`config.mk`:
```
export PLATFORM = sky130hd
export DESIGN_NAME = usb_control_request_responder
export DESIGN_NICKNAME = d
export VERILOG_FILES = /design/src/design/ucrr_pkg.sv /design/src/design/usb_control_request_responder.sv /design/src/design/ucrr_front.sv /design/src/design/ucrr_queue.sv /design/src/design/ucrr_back.sv
export VERILOG_INCLUDE_DIRS = /design/src /design/src/design
export SDC_FILE = /design/constraint.sdc
export NUM_CORES = 1
export LEC_CHECK = 0
export ABC_AREA = 1
export BUFFER_PORTS_ARGS = -buffer_cell sky130_fd_sc_hd__buf_4
export CAP_MARGIN = 15
export CORE_MARGIN = 1.5
export CORE_UTILIZATION = 41
export CTS_BUF_LIST = sky130_fd_sc_hd__clkbuf_8 sky130_fd_sc_hd__clkbuf_16
export DETAILED_ROUTE_END_ITERATION = 12
export PLACE_DENSITY = 0.63
export SLEW_MARGIN = 20
export SYNTH_ARGS = -nofsm -noshare
export SYNTH_HDL_FRONTEND = slang
export SYNTH_SLANG_ARGS = --single-unit
```
`constraint.sdc`:
```
create_clock -name clk -period 3.15 [get_ports clk]
set_input_delay 0.1575 -clock clk [delete_from_list [all_inputs] [get_ports clk]]
set_output_delay 0.1575 -clock clk [all_outputs]
set_load 0.02 [all_outputs]
```
`src/design/usb_control_request_responder_defines.svh`:
```
// ----------------------------------------------------------------------------
// USB control request responder: assertion macros
// Shared concurrent assertion macros, empty when SYNTH is defined.
// ----------------------------------------------------------------------------
`ifndef USB_CONTROL_REQUEST_RESPONDER_DEFINES_SVH
`define USB_CONTROL_REQUEST_RESPONDER_DEFINES_SVH

`ifndef SYNTH
`define UCRR_ASSERT(label, clk, rst_n, prop, msg) \
	label: assert property (@(posedge clk) disable iff (!rst_n) prop) else $error(msg);
`define UCRR_ASSERT_IMPL(label, clk, rst_n, ante, cons, msg) \
	label: assert property (@(posedge clk) disable iff (!rst_n) (ante) |-> (cons)) \
		else $error(msg);
`define UCRR_ASSERT_NEXT(label, clk, rst_n, ante, cons, msg) \
	label: assert property (@(posedge clk) disable iff (!rst_n) (ante) |=> (cons)) \
		else $error(msg);
`else
`define UCRR_ASSERT(label, clk, rst_n, prop, msg)
`define UCRR_ASSERT_IMPL(label, clk, rst_n, ante, cons, msg)
`define UCRR_ASSERT_NEXT(label, clk, rst_n, ante, cons, msg)
`endif

`endif

```
`src/design/ucrr_pkg.sv`:
```
// ----------------------------------------------------------------------------
// USB control request responder: package
// Request codes, descriptor tables and the types passed between modules.
// ----------------------------------------------------------------------------
`default_nettype none

package ucrr_pkg;

	localparam int QUEUE_DEPTH = 4;

	localparam logic [15:0] VENDOR_ID_RESET  = 16'd1155;
	localparam logic [15:0] PRODUCT_ID_RESET = 16'd22336;

	localparam logic REG_VENDOR_ID  = 1'b0;
	localparam logic REG_PRODUCT_ID = 1'b1;

	localparam logic KIND_SETUP = 1'b0;
	localparam logic KIND_OUT   = 1'b1;

	localparam logic [7:0] REQ_SET_ADDRESS            = 8'd5;
	localparam logic [7:0] REQ_GET_DESCRIPTOR         = 8'd6;
	localparam logic [7:0] REQ_SET_CONFIGURATION      = 8'd9;
	localparam logic [7:0] REQ_SET_CONTROL_LINE_STATE = 8'd34;

	localparam logic [15:0] DESC_DEVICE = 16'h0100;
	localparam logic [15:0] DESC_CONFIG = 16'h0200;

	localparam logic [6:0] DEV_DESC_LEN = 7'd18;
	localparam logic [6:0] CFG_DESC_LEN = 7'd67;

	localparam logic [7:0] CFG_DESC [0:66] = '{
		8'd9, 8'd2, 8'd67, 8'd0, 8'd2, 8'd1, 8'd0, 8'd192, 8'd50,
		8'd9, 8'd4, 8'd0, 8'd0, 8'd1, 8'd2, 8'd2, 8'd0, 8'd0,
		8'd5, 8'd36, 8'd0, 8'd16, 8'd1,
		8'd5, 8'd36, 8'd1, 8'd0, 8'd1,
		8'd4, 8'd36, 8'd2, 8'd2,
		8'd5, 8'd36, 8'd6, 8'd0, 8'd1,
		8'd7, 8'd5, 8'd130, 8'd3, 8'd8, 8'd0, 8'd255,
		8'd9, 8'd4, 8'd1, 8'd0, 8'd2, 8'd10, 8'd0, 8'd0, 8'd0,
		8'd7, 8'd5, 8'd1, 8'd2, 8'd64, 8'd0, 8'd0,
		8'd7, 8'd5, 8'd129, 8'd2, 8'd64, 8'd0, 8'd0
	};

	typedef enum logic [1:0] {
		SEL_NONE   = 2'd0,
		SEL_DEVICE = 2'd1,
		SEL_CONFIG = 2'd2
	} desc_sel_t;

	typedef struct packed {
		logic       armed;
		logic [6:0] dlen;
		desc_sel_t  sel;
		logic [6:0] address;
		logic       configured;
		logic       dtr;
	} cmd_t;

	typedef struct packed {
		logic        armed;
		logic [6:0]  len;
		logic        word_valid;
		logic [31:0] word;
		logic        last;
		logic [6:0]  address;
		logic        configured;
		logic        dtr;
	} result_t;

	function automatic logic [7:0] desc_byte(input desc_sel_t sel, input logic [6:0] pos,
			input logic [15:0] vid, input logic [15:0] pid);
		logic [7:0] b;
		b = '0;
		case (sel)
			SEL_DEVICE: begin
				case (pos)
					7'd0:    b = 8'd18;
					7'd1:    b = 8'd1;
					7'd3:    b = 8'd2;
					7'd4:    b = 8'd2;
					7'd7:    b = 8'd64;
					7'd8:    b = vid[7:0];
					7'd9:    b = vid[15:8];
					7'd10:   b = pid[7:0];
					7'd11:   b = pid[15:8];
					7'd13:   b = 8'd2;
					7'd17:   b = 8'd1;
					default: b = '0;
				endcase
			end
			SEL_CONFIG: begin
				if (pos < CFG_DESC_LEN) begin
					b = CFG_DESC[pos];
				end
			end
			default: b = '0;
		endcase
		return b;
	endfunction

endpackage

`default_nettype wire

```
`src/design/usb_control_request_responder.sv`:
```
// ----------------------------------------------------------------------------
// USB control request responder
// Endpoint 0 request handling for a CDC-ACM serial device.
// ----------------------------------------------------------------------------
// The s_ channel takes one beat per setup packet or OUT data packet, kind in
// s_tuser. The m_ channel returns the result beats of each item in order: one
// status beat, or one beat per 32-bit descriptor word with m_tlast on the
// final word. The cfg_ channel writes the vendor and product identifiers; it
// is always ready.
// An accepted item enters a command queue in the cycle it arrives, so s_tready
// is low only while the queue is full. The first result beat is registered
// once the item reaches the queue head. The back end then emits one beat per
// cycle while m_tready is high: an item gives one status beat or up to 17
// word beats for the longest reply, a figure set by the 67-byte descriptor.
// When m_tready is low the output beat holds and the back end waits; the front
// end keeps taking items until the queue fills.
// Reset clears the address, configured and DTR flags, the remaining length
// and the queue, and restores the identifiers to their default values.
// ----------------------------------------------------------------------------
`default_nettype none

module usb_control_request_responder #(
	parameter int QUEUE_DEPTH = ucrr_pkg::QUEUE_DEPTH
) (
	input  wire         clk,
	input  wire         arst_n,
	input  wire         s_tvalid,
	output logic        s_tready,
	input  wire  [63:0] s_tdata,  // request_type_bits, request_code, request_value,
	                              // request_length, out_byte_count, zero fill
	input  wire  [0:0]  s_tuser,  // req_type
	output logic        m_tvalid,
	input  wire         m_tready,
	output logic [47:0] m_tdata,  // reply_length, reply_word, device_address,
	                              // configured, line_dtr
	output logic [1:0]  m_tuser,  // reply_armed, word_valid
	output logic        m_tlast,
	input  wire         cfg_valid,
	output logic        cfg_ready,
	input  wire  [0:0]  cfg_index,
	input  wire  [15:0] cfg_data
);

	logic              accept, push, pop, empty, full;
	ucrr_pkg::cmd_t    cmd, head;
	ucrr_pkg::result_t res;
	logic [15:0]       vendor_q, product_q;

	assign s_tready  = !full;
	assign accept    = s_tvalid && s_tready;
	assign cfg_ready = 1'b1;

	always_ff @(posedge clk or negedge arst_n) begin
		if (!arst_n) begin
			vendor_q  <= ucrr_pkg::VENDOR_ID_RESET;
			product_q <= ucrr_pkg::PRODUCT_ID_RESET;
		end else if (cfg_valid && cfg_ready) begin
			case (cfg_index[0])
				ucrr_pkg::REG_VENDOR_ID:  vendor_q  <= cfg_data;
				ucrr_pkg::REG_PRODUCT_ID: product_q <= cfg_data;
				default: begin
				end
			endcase
		end
	end

	ucrr_front u_front (
		.clk               (clk),
		.arst_n            (arst_n),
		.accept            (accept),
		.req_type          (s_tuser[0]),
		.request_type_bits (s_tdata[7:0]),
		.request_code      (s_tdata[15:8]),
		.request_value     (s_tdata[31:16]),
		.request_length    (s_tdata[47:32]),
		.out_byte_count    (s_tdata[58:48]),
		.push              (push),
		.cmd               (cmd)
	);

	ucrr_queue #(
		.DEPTH (QUEUE_DEPTH)
	) u_queue (
		.clk    (clk),
		.arst_n (arst_n),
		.push   (push),
		.wr_cmd (cmd),
		.pop    (pop),
		.head   (head),
		.empty  (empty),
		.full   (full)
	);

	ucrr_back u_back (
		.clk        (clk),
		.arst_n     (arst_n),
		.head       (head),
		.empty      (empty),
		.pop        (pop),
		.vendor_id  (vendor_q),
		.product_id (product_q),
		.res_valid  (m_tvalid),
		.res_ready  (m_tready),
		.res        (res)
	);

	assign m_tdata = {res.dtr, res.configured, res.address, res.word, res.len};
	assign m_tuser = {res.word_valid, res.armed};
	assign m_tlast = res.last;

endmodule

`default_nettype wire

```
`src/design/ucrr_front.sv`:
```
// ----------------------------------------------------------------------------
// USB control request responder: front end
// Accepts setup and OUT items, updates the device state and queues a command.
// ----------------------------------------------------------------------------
`default_nettype none

module ucrr_front (
	input  wire                 clk,
	input  wire                 arst_n,
	input  wire                 accept,
	input  wire                 req_type,
	input  wire  [7:0]          request_type_bits,
	input  wire  [7:0]          request_code,
	input  wire  [15:0]         request_value,
	input  wire  [15:0]         request_length,
	input  wire  [10:0]         out_byte_count,
	output logic                push,
	output ucrr_pkg::cmd_t      cmd
);

	logic [15:0] rem_q, rem_d;
	logic [6:0]  addr_q, addr_d;
	logic        conf_q, conf_d;
	logic        dtr_q, dtr_d;
	logic [15:0] cnt_ext;
	logic [6:0]  full_len;
	logic        reply;

	always_comb begin
		rem_d    = rem_q;
		addr_d   = addr_q;
		conf_d   = conf_q;
		dtr_d    = dtr_q;
		full_len = '0;
		reply    = 1'b0;
		cnt_ext  = {5'd0, out_byte_count};
		cmd.sel  = ucrr_pkg::SEL_NONE;
		cmd.dlen = '0;
		if (req_type == ucrr_pkg::KIND_OUT) begin
			rem_d     = (cnt_ext >= rem_q) ? 16'd0 : rem_q - cnt_ext;
			cmd.armed = (rem_d == 16'd0);
		end else begin
			rem_d = request_length;
			case (request_code)
				ucrr_pkg::REQ_SET_ADDRESS: begin
					addr_d = request_value[6:0];
				end
				ucrr_pkg::REQ_GET_DESCRIPTOR: begin
					if (request_value == ucrr_pkg::DESC_DEVICE) begin
						cmd.sel  = ucrr_pkg::SEL_DEVICE;
						full_len = ucrr_pkg::DEV_DESC_LEN;
					end else if (request_value == ucrr_pkg::DESC_CONFIG) begin
						cmd.sel  = ucrr_pkg::SEL_CONFIG;
						full_len = ucrr_pkg::CFG_DESC_LEN;
					end
				end
				ucrr_pkg::REQ_SET_CONFIGURATION: begin
					conf_d = 1'b1;
				end
				ucrr_pkg::REQ_SET_CONTROL_LINE_STATE: begin
					dtr_d = request_value[0];
				end
				default: begin
				end
			endcase
			reply     = (request_length == 16'd0) || request_type_bits[7];
			cmd.armed = reply;
			if (reply) begin
				cmd.dlen = (request_length < {9'd0, full_len}) ? request_length[6:0] : full_len;
			end
		end
		cmd.address    = addr_d;
		cmd.configured = conf_d;
		cmd.dtr        = dtr_d;
	end

	assign push = accept;

	always_ff @(posedge clk or negedge arst_n) begin
		if (!arst_n) begin
			rem_q  <= '0;
			addr_q <= '0;
			conf_q <= 1'b0;
			dtr_q  <= 1'b0;
		end else if (accept) begin
			rem_q  <= rem_d;
			addr_q <= addr_d;
			conf_q <= conf_d;
			dtr_q  <= dtr_d;
		end
	end

endmodule

`default_nettype wire

```
`src/design/ucrr_queue.sv`:
```
// ----------------------------------------------------------------------------
// USB control request responder: command queue
// Short first-in first-out store of commands between front end and back end.
// ----------------------------------------------------------------------------
`default_nettype none

`include "usb_control_request_responder_defines.svh"

module ucrr_queue #(
	parameter int DEPTH = ucrr_pkg::QUEUE_DEPTH
) (
	input  wire                 clk,
	input  wire                 arst_n,
	input  wire                 push,
	input  ucrr_pkg::cmd_t      wr_cmd,
	input  wire                 pop,
	output ucrr_pkg::cmd_t      head,
	output logic                empty,
	output logic                full
);

	localparam int PTR_W = (DEPTH > 1) ? $clog2(DEPTH) : 1;
	localparam int CNT_W = $clog2(DEPTH + 1);
	localparam logic [PTR_W-1:0] LAST_PTR = PTR_W'(DEPTH - 1);

	ucrr_pkg::cmd_t   store_q [DEPTH];
	logic [PTR_W-1:0] wr_ptr_q, rd_ptr_q;
	logic [CNT_W-1:0] count_q;

	assign empty = (count_q == '0);
	assign full  = (count_q == CNT_W'(DEPTH));
	assign head  = store_q[rd_ptr_q];

	always_ff @(posedge clk) begin
		if (push) begin
			store_q[wr_ptr_q] <= wr_cmd;
		end
	end

	always_ff @(posedge clk or negedge arst_n) begin
		if (!arst_n) begin
			wr_ptr_q <= '0;
			rd_ptr_q <= '0;
			count_q  <= '0;
		end else begin
			if (push) begin
				wr_ptr_q <= (wr_ptr_q == LAST_PTR) ? '0 : wr_ptr_q + 1'b1;
			end
			if (pop) begin
				rd_ptr_q <= (rd_ptr_q == LAST_PTR) ? '0 : rd_ptr_q + 1'b1;
			end
			if (push && !pop) begin
				count_q <= count_q + 1'b1;
			end else if (pop && !push) begin
				count_q <= count_q - 1'b1;
			end
		end
	end

	`UCRR_ASSERT(a_no_overflow, clk, arst_n, !(push && full && !pop), "push into a full queue")
	`UCRR_ASSERT(a_no_underflow, clk, arst_n, !(pop && empty), "pop from an empty queue")

endmodule

`default_nettype wire

```
`src/design/ucrr_back.sv`:
```
// ----------------------------------------------------------------------------
// USB control request responder: back end
// Turns queued commands into result beats, one descriptor word per beat.
// ----------------------------------------------------------------------------
`default_nettype none

`include "usb_control_request_responder_defines.svh"

module ucrr_back (
	input  wire                 clk,
	input  wire                 arst_n,
	input  ucrr_pkg::cmd_t      head,
	input  wire                 empty,
	output logic                pop,
	input  wire  [15:0]         vendor_id,
	input  wire  [15:0]         product_id,
	output logic                res_valid,
	input  wire                 res_ready,
	output ucrr_pkg::result_t   res
);

	typedef enum logic [1:0] {
		B_IDLE = 2'b01,
		B_RUN  = 2'b10
	} bstate_t;

	bstate_t           state_q;
	ucrr_pkg::cmd_t    cur_q, src;
	logic [4:0]        widx_q, widx;
	logic [6:0]        base;
	logic [6:0]        pos [4];
	logic [31:0]       word;
	logic [7:0]        end_pos;
	logic              is_last;
	logic              can_load, load_first, load_next;
	logic              out_valid_q;
	ucrr_pkg::result_t res_q, res_d;

	always_comb begin
		src     = (state_q == B_RUN) ? cur_q : head;
		widx    = (state_q == B_RUN) ? widx_q : 5'd0;
		base    = {widx, 2'b00};
		end_pos = {1'b0, base} + 8'd4;
		is_last = (end_pos >= {1'b0, src.dlen});
		for (int b = 0; b < 4; b++) begin
			pos[b] = base + 7'(b);
			word[8*b +: 8] = (pos[b] < src.dlen) ?
				ucrr_pkg::desc_byte(src.sel, pos[b], vendor_id, product_id) : 8'd0;
		end
		res_d.armed      = src.armed;
		res_d.len        = src.dlen;
		res_d.word_valid = (src.dlen != '0);
		res_d.word       = word;
		res_d.last       = (src.dlen == '0) || is_last;
		res_d.address    = src.address;
		res_d.configured = src.configured;
		res_d.dtr        = src.dtr;
	end

	assign can_load   = !out_valid_q || res_ready;
	assign load_first = (state_q == B_IDLE) && !empty && can_load;
	assign load_next  = (state_q == B_RUN) && can_load;
	assign pop        = load_first;
	assign res_valid  = out_valid_q;
	assign res        = res_q;

	always_ff @(posedge clk or negedge arst_n) begin
		if (!arst_n) begin
			state_q     <= B_IDLE;
			out_valid_q <= 1'b0;
		end else begin
			if (load_first || load_next) begin
				out_valid_q <= 1'b1;
			end else if (res_ready) begin
				out_valid_q <= 1'b0;
			end
			case (state_q)
				B_IDLE: begin
					if (load_first && (head.dlen != '0) && !is_last) begin
						state_q <= B_RUN;
					end
				end
				B_RUN: begin
					if (load_next && is_last) begin
						state_q <= B_IDLE;
					end
				end
				default: state_q <= B_IDLE;
			endcase
		end
	end

	always_ff @(posedge clk) begin
		if (load_first || load_next) begin
			res_q <= res_d;
		end
		if (load_first) begin
			cur_q  <= head;
			widx_q <= 5'd1;
		end else if (load_next) begin
			widx_q <= widx_q + 5'd1;
		end
	end

	`UCRR_ASSERT_IMPL(a_run_has_beat, clk, arst_n, state_q == B_RUN, out_valid_q,
		"no beat held while streaming")
	`UCRR_ASSERT_IMPL(a_run_no_pop, clk, arst_n, state_q == B_RUN, !pop,
		"queue popped while streaming")
	`UCRR_ASSERT_IMPL(a_status_is_last, clk, arst_n, out_valid_q && !res_q.word_valid,
		res_q.last, "status beat not marked last")

endmodule

`default_nettype wire

```
## After elaboration in Yosys (flattened, before gate mapping)

Memory sizes are Yosys's and may differ from the RTL's.
Index checks and enable logic that the tools add are counted.

| word-level totals | value |
|---|---|
| memories kept | 5 |
| input port bits | 87 |
| register bits after elaboration | 142 |
| output and inout port bits | 54 |
| memory bits (writable) | 76 |
| word-level logic and storage cells | 203 |
| bits in read-only memories | 4,096 |

| cells by class | value |
|---|---|
| magnitude comparators | 15 |
| reduce and logical (&&, ||, !) cells | 40 |
| $add $sub $neg | 10 |
| bitwise gates (word level) | 5 |
| eq/ne operators | 47 |
| mux-type cells | 52 |

Memories:

| memory | words | width | read ports | clocked after memory_dff | write ports | line | RTL |
|---|---|---|---|---|---|---|---|
| (no name shown) | 128 | 8 | 1 | 0 | 0 | ucrr_pkg.sv:93 | `b = CFG_DESC[pos];` |
| (no name shown) | 128 | 8 | 1 | 0 | 0 | ucrr_pkg.sv:93 |  |
| (no name shown) | 128 | 8 | 1 | 0 | 0 | ucrr_pkg.sv:93 |  |
| (no name shown) | 128 | 8 | 1 | 0 | 0 | ucrr_pkg.sv:93 |  |
| u_queue.store_q | 4 | 19 | 1 | 0 | 1 | ucrr_queue.sv:26 | `ucrr_pkg::cmd_t store_q [DEPTH];` |

Operators with widths:

| kind | count |
|---|---|
| one-hot mux 8 bit (8 select lines) | 3 |
| equality test 7 x 4 -> 1 bit, second input constant | 15 |
| 2-to-1 mux 8 bit | 12 |
| one-hot mux 8 bit (2 select lines) | 4 |
| 2-to-1 mux 7 bit | 8 |
| equality test 7 x 3 -> 1 bit, second input constant | 6 |
| zero test 7 bit | 5 |
| greater-or-equal comparator 8 bit, second input constant | 4 |
| zero test 16 bit | 2 |
| 2-to-1 mux 16 bit | 2 |
| inverter 7 -> 8 bit | 4 |
| less-than comparator 7 bit | 4 |
| less-than comparator 7 bit, second input constant | 4 |
| one-hot mux 8 bit (3 select lines) | 1 |
| equality test 7 x 1 -> 1 bit, second input constant | 3 |
| equality test 7 x 2 -> 1 bit, second input constant | 3 |
| equality test 7 x 5 -> 1 bit, second input constant | 3 |
| 2-to-1 mux 19 bit | 1 |
| equality test 16 x 10 -> 1 bit, second input constant | 1 |
| equality test 16 x 9 -> 1 bit, second input constant | 1 |
| equality test 8 x 3 -> 1 bit, second input constant | 2 |
| greater-or-equal comparator 11 x 16 -> 1 bit | 1 |
| less-than comparator 16 x 7 -> 1 bit | 1 |
| subtractor 16 x 11 -> 16 bit | 1 |
| 32 further kinds | 78 |

## Depth between registers and ports, before layout

Gate-level depths: netlist (run 1).

| logic depth | value |
|---|---|
| depth in word-level cells | 9 |
| mapped depth | 18 |
| mapped depth without buffers | 17 |

## Cells and area by module

From an unflattened synthesis (run 1), not the netlist that was laid out.

| second synthesis, totals | value |
|---|---|
| cell total of the unflattened synthesis | 1,314 |
| area total of the unflattened synthesis | 11,716.2 um^2 |

Modules (own cells, without submodules):

| module | area an instance (um^2) | sequential area each (um^2) | times used | cells each |
|---|---|---|---|---|
| ucrr_back | 4,082.7 | 2,278.4 | 1 | 447 |
| ucrr_queue | 3,590.9 | 2,457.4 | 1 | 273 |
| ucrr_front | 2,687.6 | 625.6 | 1 | 449 |
| usb_control_request_responder | 1,355.0 | 813.3 | 1 | 145 |

## Worst setup path before layout (run 1)

No wires, ideal clock.

| timing path | value |
|---|---|
| path type | flip-flop to flip-flop |
| from | reg u_back.state_q[0] |
| to | reg u_back.res_q, in the netlist u_back.res[0] (enable) |
| buffers on the path | 1 |
| required time | 2,740 ps |
| clock period less this slack | 3,369 ps |
| stages on the path, launching flop included | 8 |
| arrival | 2,960 ps |
| setup time | 410 ps |
| slack | -219 ps |
| path through | dfstp_2 -> inv_1 -> nor2_1 -> inv_1 -> nor3_1 -> clkbuf_1 -> inv_1 -> nand2_1 |

| between the ends | value |
|---|---|
| cells in the longest elaborated chain, start to end | 4 |
| elaborated cells between the ends (all ways) | 6 |
| those cells by class | 2 x eq/ne; 4 x reduce/logical |

RTL lines:

| what | line | RTL |
|---|---|---|
| start, declared | ucrr_back.sv:27 | `bstate_t state_q;` |
| start signal, assigned | ucrr_back.sv:69 | `state_q <= B_IDLE;` |
| start signal, assigned | ucrr_back.sv:80 | `state_q <= B_RUN;` |
| start signal, assigned | ucrr_back.sv:85 | `state_q <= B_IDLE;` |
| equality test 2 x 1 -> 1 bit | ucrr_back.sv:61 | `assign load_first = (state_q == B_IDLE) && !empty && can_load;` |
| logical AND 1 bit (2 in a row) | ucrr_back.sv:61 |  |
| named net pop | usb_control_request_responder.sv:44 | `logic accept, push, pop, empty, full;` |
| logical OR 1 bit | ucrr_back.sv:94 | `if (load_first \|\| load_next) begin` |
| end signal, assigned | ucrr_back.sv:95 | `res_q <= res_d;` |
| end, declared | ucrr_back.sv:37 | `ucrr_pkg::result_t res_q, res_d;` |

The timed path passes the listed nets, and every way through them passes these cells.
A chain may end at the register's enable or synchronous reset.

==> results of run 1 <==
registers in the layout (all words and copies together) (netlist names), 2 cells and up:
register          flops
u_queue.count_q       3
u_queue.rd_ptr_q      2
u_front.rem_q        16
u_back.cur_q         19
u_back.widx_q         5
vendor_q             16
u_queue.wr_ptr_q      2
product_q            16
u_back.res           51
u_back.state_q        2
u_front.addr_q        7
u_queue.store_q      76
power groups by stage:
stage	sequential [mW]	combinational, mW	clock (mW)
floorplan	5.10	3.33	0
global placement	4.73	5.51	0
CTS	4.70	5.66	2.67
finish	4.69	5.62	2.62
global route	4.77	6.33	2.79
detailed placement	4.75	5.61	0
cell type report:
class                           count  area [um2]  share of cell area [%]
Sequential cell                   218        6175                   45.27
Multi-Input combinational cell    827        4240                   31.09
Timing Repair Buffer              180        1449                   10.62
Clock buffer                       26       639.4                   4.688
Inverter                          159       606.8                   4.449
Tap cell                          341       426.7                   3.128
Clock inverter                     17       102.6                  0.7522
critical path: stages (launching register included):
cell and delay, ps:
dfstp_2 360, inv_1 90, nand2_4 200, nor2_1 440, ha_1 370, nand2_1 130, nor2_1 140, xor2_1 180
ha_1 260, and3_1 180, nand2_1 60, nand3_1 60, inv_1 70, nand3_1 70
kinds of logic (layout without fill, tap and decap cells):
| family | after synthesis | count (layout) | synth area share [%] |
|---|---|---|---|
| and+or+nand+nor | 578 | 578 | 22.29 |
| DFF | 218 | 218 | 55.07 |
| buffers and inverters | 198 | 382 | 7.176 |
| AOI/OAI and AO/OA | 195 | 195 | 9.597 |
| adders and majority gates | 45 | 45 | 5.156 |
| xor gates and xnor gates | 5 | 5 | 0.3907 |
| muxes | 3 | 3 | 0.2901 |
| other | 1 | 1 | 0.03345 |
synthesized netlist by cell type, drive strengths merged (5+ instances only):
master / number / area [um2]
nand2: 360 / 1391
inv: 158 / 600.6
edfxtp: 146 / 4384
o21ai: 118 / 605.6
nor2: 101 / 460.5
nand3: 71 / 370.4
dfrtp: 56 / 1401
ha: 43 / 538.0
a21oi: 42 / 214.0
buf: 23 / 140.1
nor3: 21 / 110.1
clkbuf: 16 / 60.06
o22ai: 13 / 81.33
dfstp: 11 / 289.0
o211ai: 10 / 75.07
nand4: 8 / 50.05
dfxtp: 5 / 100.1
nor3b: 5 / 37.54
nor4: 5 / 31.28
what timing repair did:
item	CTS	global route
endpoints found under the hold margin	104	0
setup endpoints to repair	0	8
gates resized for setup	0	2
hold buffers	34	0
stage by stage:
step	area [um2]	worst slack [ps]	hold WS [ps]	util (%)
after floorplan	11210	231.4	-138.1	-
after global placement	12550	306.5	335.9	46.71
after detailed placement	12550	287.7	341.5	46.71
after CTS	13640	277.4	23.55	50.74
after global routing	13640	28.31	38.15	50.75
final	13640	280.9	36.00	50.75
final timing paths:
path / startpoint / to / slack [ps] / depth (start not counted)
hold reg to reg: u_front.conf_q / u_front.conf_q / 460 / 2
min in group asynchronous: arst_n / u_front.addr_q[2] / 300 / 2
hold / removal: s_tdata[40] / u_front.rem_q[8] / 40 / 3
setup reg to reg: u_back.state_q[0] / u_back.res[9] / 280 / 13
setup / recovery: u_back.state_q[0] / u_back.res[9] / 280 / 13
max in group asynchronous: arst_n / vendor_q[4] / 2230 / 2
routing by layer:
metal | global-route usage (%) | up-vias | wire, um
li1 | - | 4465 | -
met1 | 25.05 | 4088 | 11820
met2 | 32.91 | 234 | 12640
met3 | 2.586 | 42 | 1232
met4 | 5.551 | 0 | 683
met5 | 0 | - | 0
==> flow_metrics.tcl, run 1 <==
set metrics [dict create \
    combPwrFrac_pct 43.5 \
    vdd_drop_max_mv 0.3761 \
    ys.flop_type "edfxtp_1" \
    fillers 2507 \
    fp.dieW_um 168.4 \
    fin_setup_tns_ps 0 \
    synth-edff-count 146 \
    hold_violations 0 \
    drc 0 \
    switchingPower_mw 5.179 \
    leakagePower_nw 6.218 \
    cts_sinks 218 \
    cts_buffers 24 \
    finalNetCount 1542 \
    worstMarginPinSlew_ps 920.4 \
    final_cells 1768 \
    syn_area_um2 11210 \
    arrival_ps 3120 \
    cts_tree "yes" \
    fmax_mhz 348.5 \
    startpoint_type "flip-flop" \
    ant_nets 0 \
    die_h_um 168.4 \
    layout_common_cells "nand2_1 (349), inv_1 (155), edfxtp_1 (146), buf_4 (145), o21ai_0 (101)" \
    wl_per_cell_um 14.92 \
    yosys_register_bits 218 \
    gp_congestion 0.8625 \
    switching_share_pct 40.06 \
    area_delta_synth_final_pct 21.65 \
    overflow 0 \
    setup_violations 0 \
    crit_type "reg -> reg" \
    grt_max_degree 68 \
    mostFrequentLayoutCell "nand2_1" \
    cts_max_path_buffers 3 \
    start_util_pct 41.72 \
    hpwl_um 18900 \
    ys_async_sr_fraction_pct 30.73 \
    routed_via_density 4.994 \
    fin_worst_skew_ps 13.83 \
    post_cts_buffers 0 \
    antenna_found_initial 0 \
    synthCells 1243 \
    ys_warn_count 0 \
    cp.required_ps 3410 \
    p_total_mw 12.93 \
    numPortBuffers 127 \
    grt_pass1_wl_um 43370 \
    syn_avg_cell_area_um2 9.020 \
    slew_headroom_pct 38.64 \
    synth_seq_area_share_pct 55.07 \
    maxSlewViolCount 0 \
    dieArea_um2 28350 \
    fp-row-count 60 \
    clk_latency_ps 510 \
    place_inst 1691 \
    p_clk_share_pct 20.3 \
    htreeDepth 1 \
    rsz0062_at_grt "false" \
    core_area_um2 26880 \
    n_antenna_cell 0 \
    drt_pre_antenna_iters 7 \
    cts_root_buf "clkbuf_16" \
    powerDensity_nw_per_um2 947.9 \
    track_usage_pct 19.06 \
    drt-total-wl_um 26370 \
    finalCritPeriodShare_pct 91.08 \
    seqPwrFrac_pct 36.3 \
    status "finished clean" \
    synth.net_count 1375 \
    synth_cell_types 55 \
    worstSetupEndpointType "flip-flop" \
    internal_power_mw 7.750 \
    min_path_type "in -> reg" \
    clk_pin_slew_ps 60 \
    first_iter_violations 634 \
    period_needed_ps 2869 \
    layout-drive-gt1-share_pct 16.40 \
    io_pins 141 \
    route.vias.total 8829 \
    maxCapViolations 0 \
    grt_pass1_vias 8610 \
    cp_max_fo 32 \
]
No activity file was read; power rests on OpenSTA's default activity.
==> run 2, diff against run 1 <==
- ABC_AREA: 1 -> not set
==> flow_metrics.tcl, run 2 <==
set metrics [dict create \
    reg2reg_slack_ps 150 \
    htreeDepth 1 \
    vdd_drop_max_mv 0.5125 \
    cts_tree "yes" \
    cts_sinks 218 \
    cp_num_buf_inv 3 \
    io_pins 141 \
    status "finished clean" \
    dp_slack_ps -59.49 \
    maxSlewViolCount 0 \
    track_usage_pct 18.59 \
    timing.rr.start "u_front.rem_q[0]" \
    grt_max_degree 68 \
    critPathMostFrequentCell "inv_1" \
    layout-drive-gt1-share_pct 29.03 \
    r2r-end "u_queue.store_q[3][18]" \
    fillers 2159 \
    fin_worst_skew_ps 8.211 \
    yosys.area.top_type "edfxtp_1" \
    cp.required_ps 3530 \
    holdPathStages 3 \
    start_util_pct 42.01 \
    clk_pin_slew_ps 60 \
    yosys_register_bits 218 \
    hpwl_um 17450 \
    place_area_um2 12200 \
    slowest_stage "fa_1" \
    die_h_um 163.9 \
    ys_async_sr_fraction_pct 30.73 \
    hold_ws_ps 37.81 \
    finalCritPeriodShare_pct 95.13 \
    cts_max_path_buffers 3 \
    numPortBuffers 127 \
    core_area_um2 25250 \
    fp.dieW_um 163.9 \
    final_cells 1429 \
    fin_setup_tns_ps 0 \
    finalWorstSetupSlack_ps 153.5 \
    layout_common_cells "buf_4 (174), edfxtp_1 (146), nand2_1 (121), nor2_1 (75), dfrtp_1 (55)" \
    synthCells 887 \
    synthTopCellsByCount "edfxtp_1 (146), nand2_1 (121), nor2_1 (75)" \
    crit_type "reg -> reg" \
    wl_per_cell_um 17.19 \
    worstMarginPinSlew_ps 905.2 \
    drc 0 \
    p_total_mw 12.86 \
    min_path_type "in -> reg" \
    ant_nets 0 \
    antenna_found_initial 0 \
    worst-r2r-cell-count 13 \
    crit_family "compound AO/OA/AOI/OAI gates" \
    ys_warn_count 0 \
    synth_cell_types 64 \
    syn_avg_cell_area_um2 11.96 \
    drt-total-wl_um 24560 \
    n_antenna_cell 0 \
    arrival_ps 3370 \
    place_inst 1352 \
    syn_area_um2 10610 \
    setup_violations 0 \
    hold_violations 0 \
    overflow 0 \
    fp-row-count 58 \
    synth_area_leaders "edfxtp_1 (41%), dfrtp_1 (13%), ha_1 (5.1%)" \
    yosysMostFrequentCell "edfxtp_1" \
    cts_buffers 24 \
    cp_max_fo 4 \
    mostFrequentLayoutCell "buf_4" \
    fin_area_um2 13400 \
    synth.net_count 1019 \
    dieArea_um2 26850 \
    gp_congestion 0.9047 \
    largest_reg_flops 76 \
    powerDensity_nw_per_um2 959.6 \
    worstPathCellList "inv_1 > ha_1 > inv_1 > fa_1 > a211oi_2 > o21ai_2 > a31o_2 > a311oi_2 > o21ai_0 > xor2_1 > nand4_1 > o31ai_2 > buf_4" \
    drt_pre_antenna_iters 4 \
    area_delta_synth_final_pct 26.30 \
    finalNetCount 1213 \
    slew_headroom_pct 39.65 \
    hold_end "u_front.rem_q[2]" \
    cts_root_buf "clkbuf_16" \
    grt_pass1_wl_um 39120 \
    cpPeakStageDelay_ps 400 \
    route.vias.total 7530 \
    synth-edff-count 146 \
    routed_via_density 5.269 \
    period_needed_ps 2996 \
    first_iter_violations 494 \
    fmax_mhz 333.7 \
    worstSetupEndpointType "flip-flop" \
    ys.flop_type "edfxtp_1" \
    grt_pass1_vias 7295 \
    synth_seq_area_share_pct 58.20 \
    leakagePower_nw 5.564 \
    maxCapViolations 0 \
    largest_register "u_queue.store_q" \
    fin_util_pct 53.06 \
    hold_start "s_tdata[34]" \
    startpoint_type "flip-flop" \
    synth_top_cell_area_share_pct 41.33 \
    clk_latency_ps 510 \
]
-- run 2: cell types whose count changed in the layout (fill, tap and decap cells not counted), moves of 19 or more --
cell / change
buf_4: +29
inv_1: -110
o21ai_0: -73
nand3_1: -52
nand2_1: -228
mux2_2: +42
mux4_2: +19
-- run 2: report_power, final --
group          switching [mW]  total (mW)  internal [mW]
registers               0.398        4.75           4.35
clock network            1.10        2.82           1.72
logic                    3.14        5.29           2.15
total                    4.64        12.9           8.22
-- run 2: worst max path at each step --
stage,start,slack (ps),to,cells after the start
5_1_grt,u_front.rem_q[0],-9,u_queue.store_q[1][18],13
6_report,u_front.rem_q[0],150,u_queue.store_q[3][18],13
3_5_place_dp,u_front.rem_q[0],-60,u_queue.store_q[0][18],15
3_3_place_gp,u_front.rem_q[0],-40,u_queue.store_q[2][18],15
4_1_cts,u_front.rem_q[0],10,u_queue.store_q[3][18],15
2_1_floorplan,u_queue.rd_ptr_q[0],20,u_back.res[10],13
-- run 2: final cells by class --
class	instances	area, um2	area share [%]
timing repair buffer	208	1659	12.38
sequential	218	6176	46.09
inverter	38	142.6	1.065
clock inverter	15	122.6	0.9151
multi-input combinational	591	4194	31.30
clock buffer	29	691.9	5.164
tap	330	412.9	3.082
-- run 2: kinds of logic after synthesis --
logic type,count (synthesis),synth area share (%)
other,1,0.03535
XOR/XNOR,20,1.651
adder cells (fa/ha/maj),45,5.449
AND/OR/NAND/NOR,308,13.57
flip-flops,218,58.20
buffers and inverters,78,2.854
AO/OA/AOI/OAI,148,8.963
multiplexers,69,9.270
-- run 2: worst min-delay path: stages --
cell and delay, ps:
buf_4 110, a21oi_1 90, o21ai_0 150
-- run 2: repair_timing --
| action | 4_1_cts | 5_1_grt |
|---|---|---|
| buffers inserted | 0 | 2 |
| hold buffers | 31 | 0 |
| hold endpoints to repair | 101 | 0 |
| pin swaps | 0 | 3 |
| gates resized for setup | 2 | 16 |
| setup endpoints to repair | 4 | 31 |
-- run 2: per-layer routing --
| layer | part of all wire (%) | wire length [um] | track usage (%) | up-vias |
|---|---|---|---|---|
| met5 | 0 | 0 | 0 | - |
| met1 | 46 | 11240 | 26.63 | 3624 |
| met4 | 2.0 | 488 | 4.835 | 0 |
| met2 | 47 | 11420 | 29.57 | 239 |
| li1 | - | - | - | 3623 |
| met3 | 5.7 | 1406 | 2.778 | 44 |
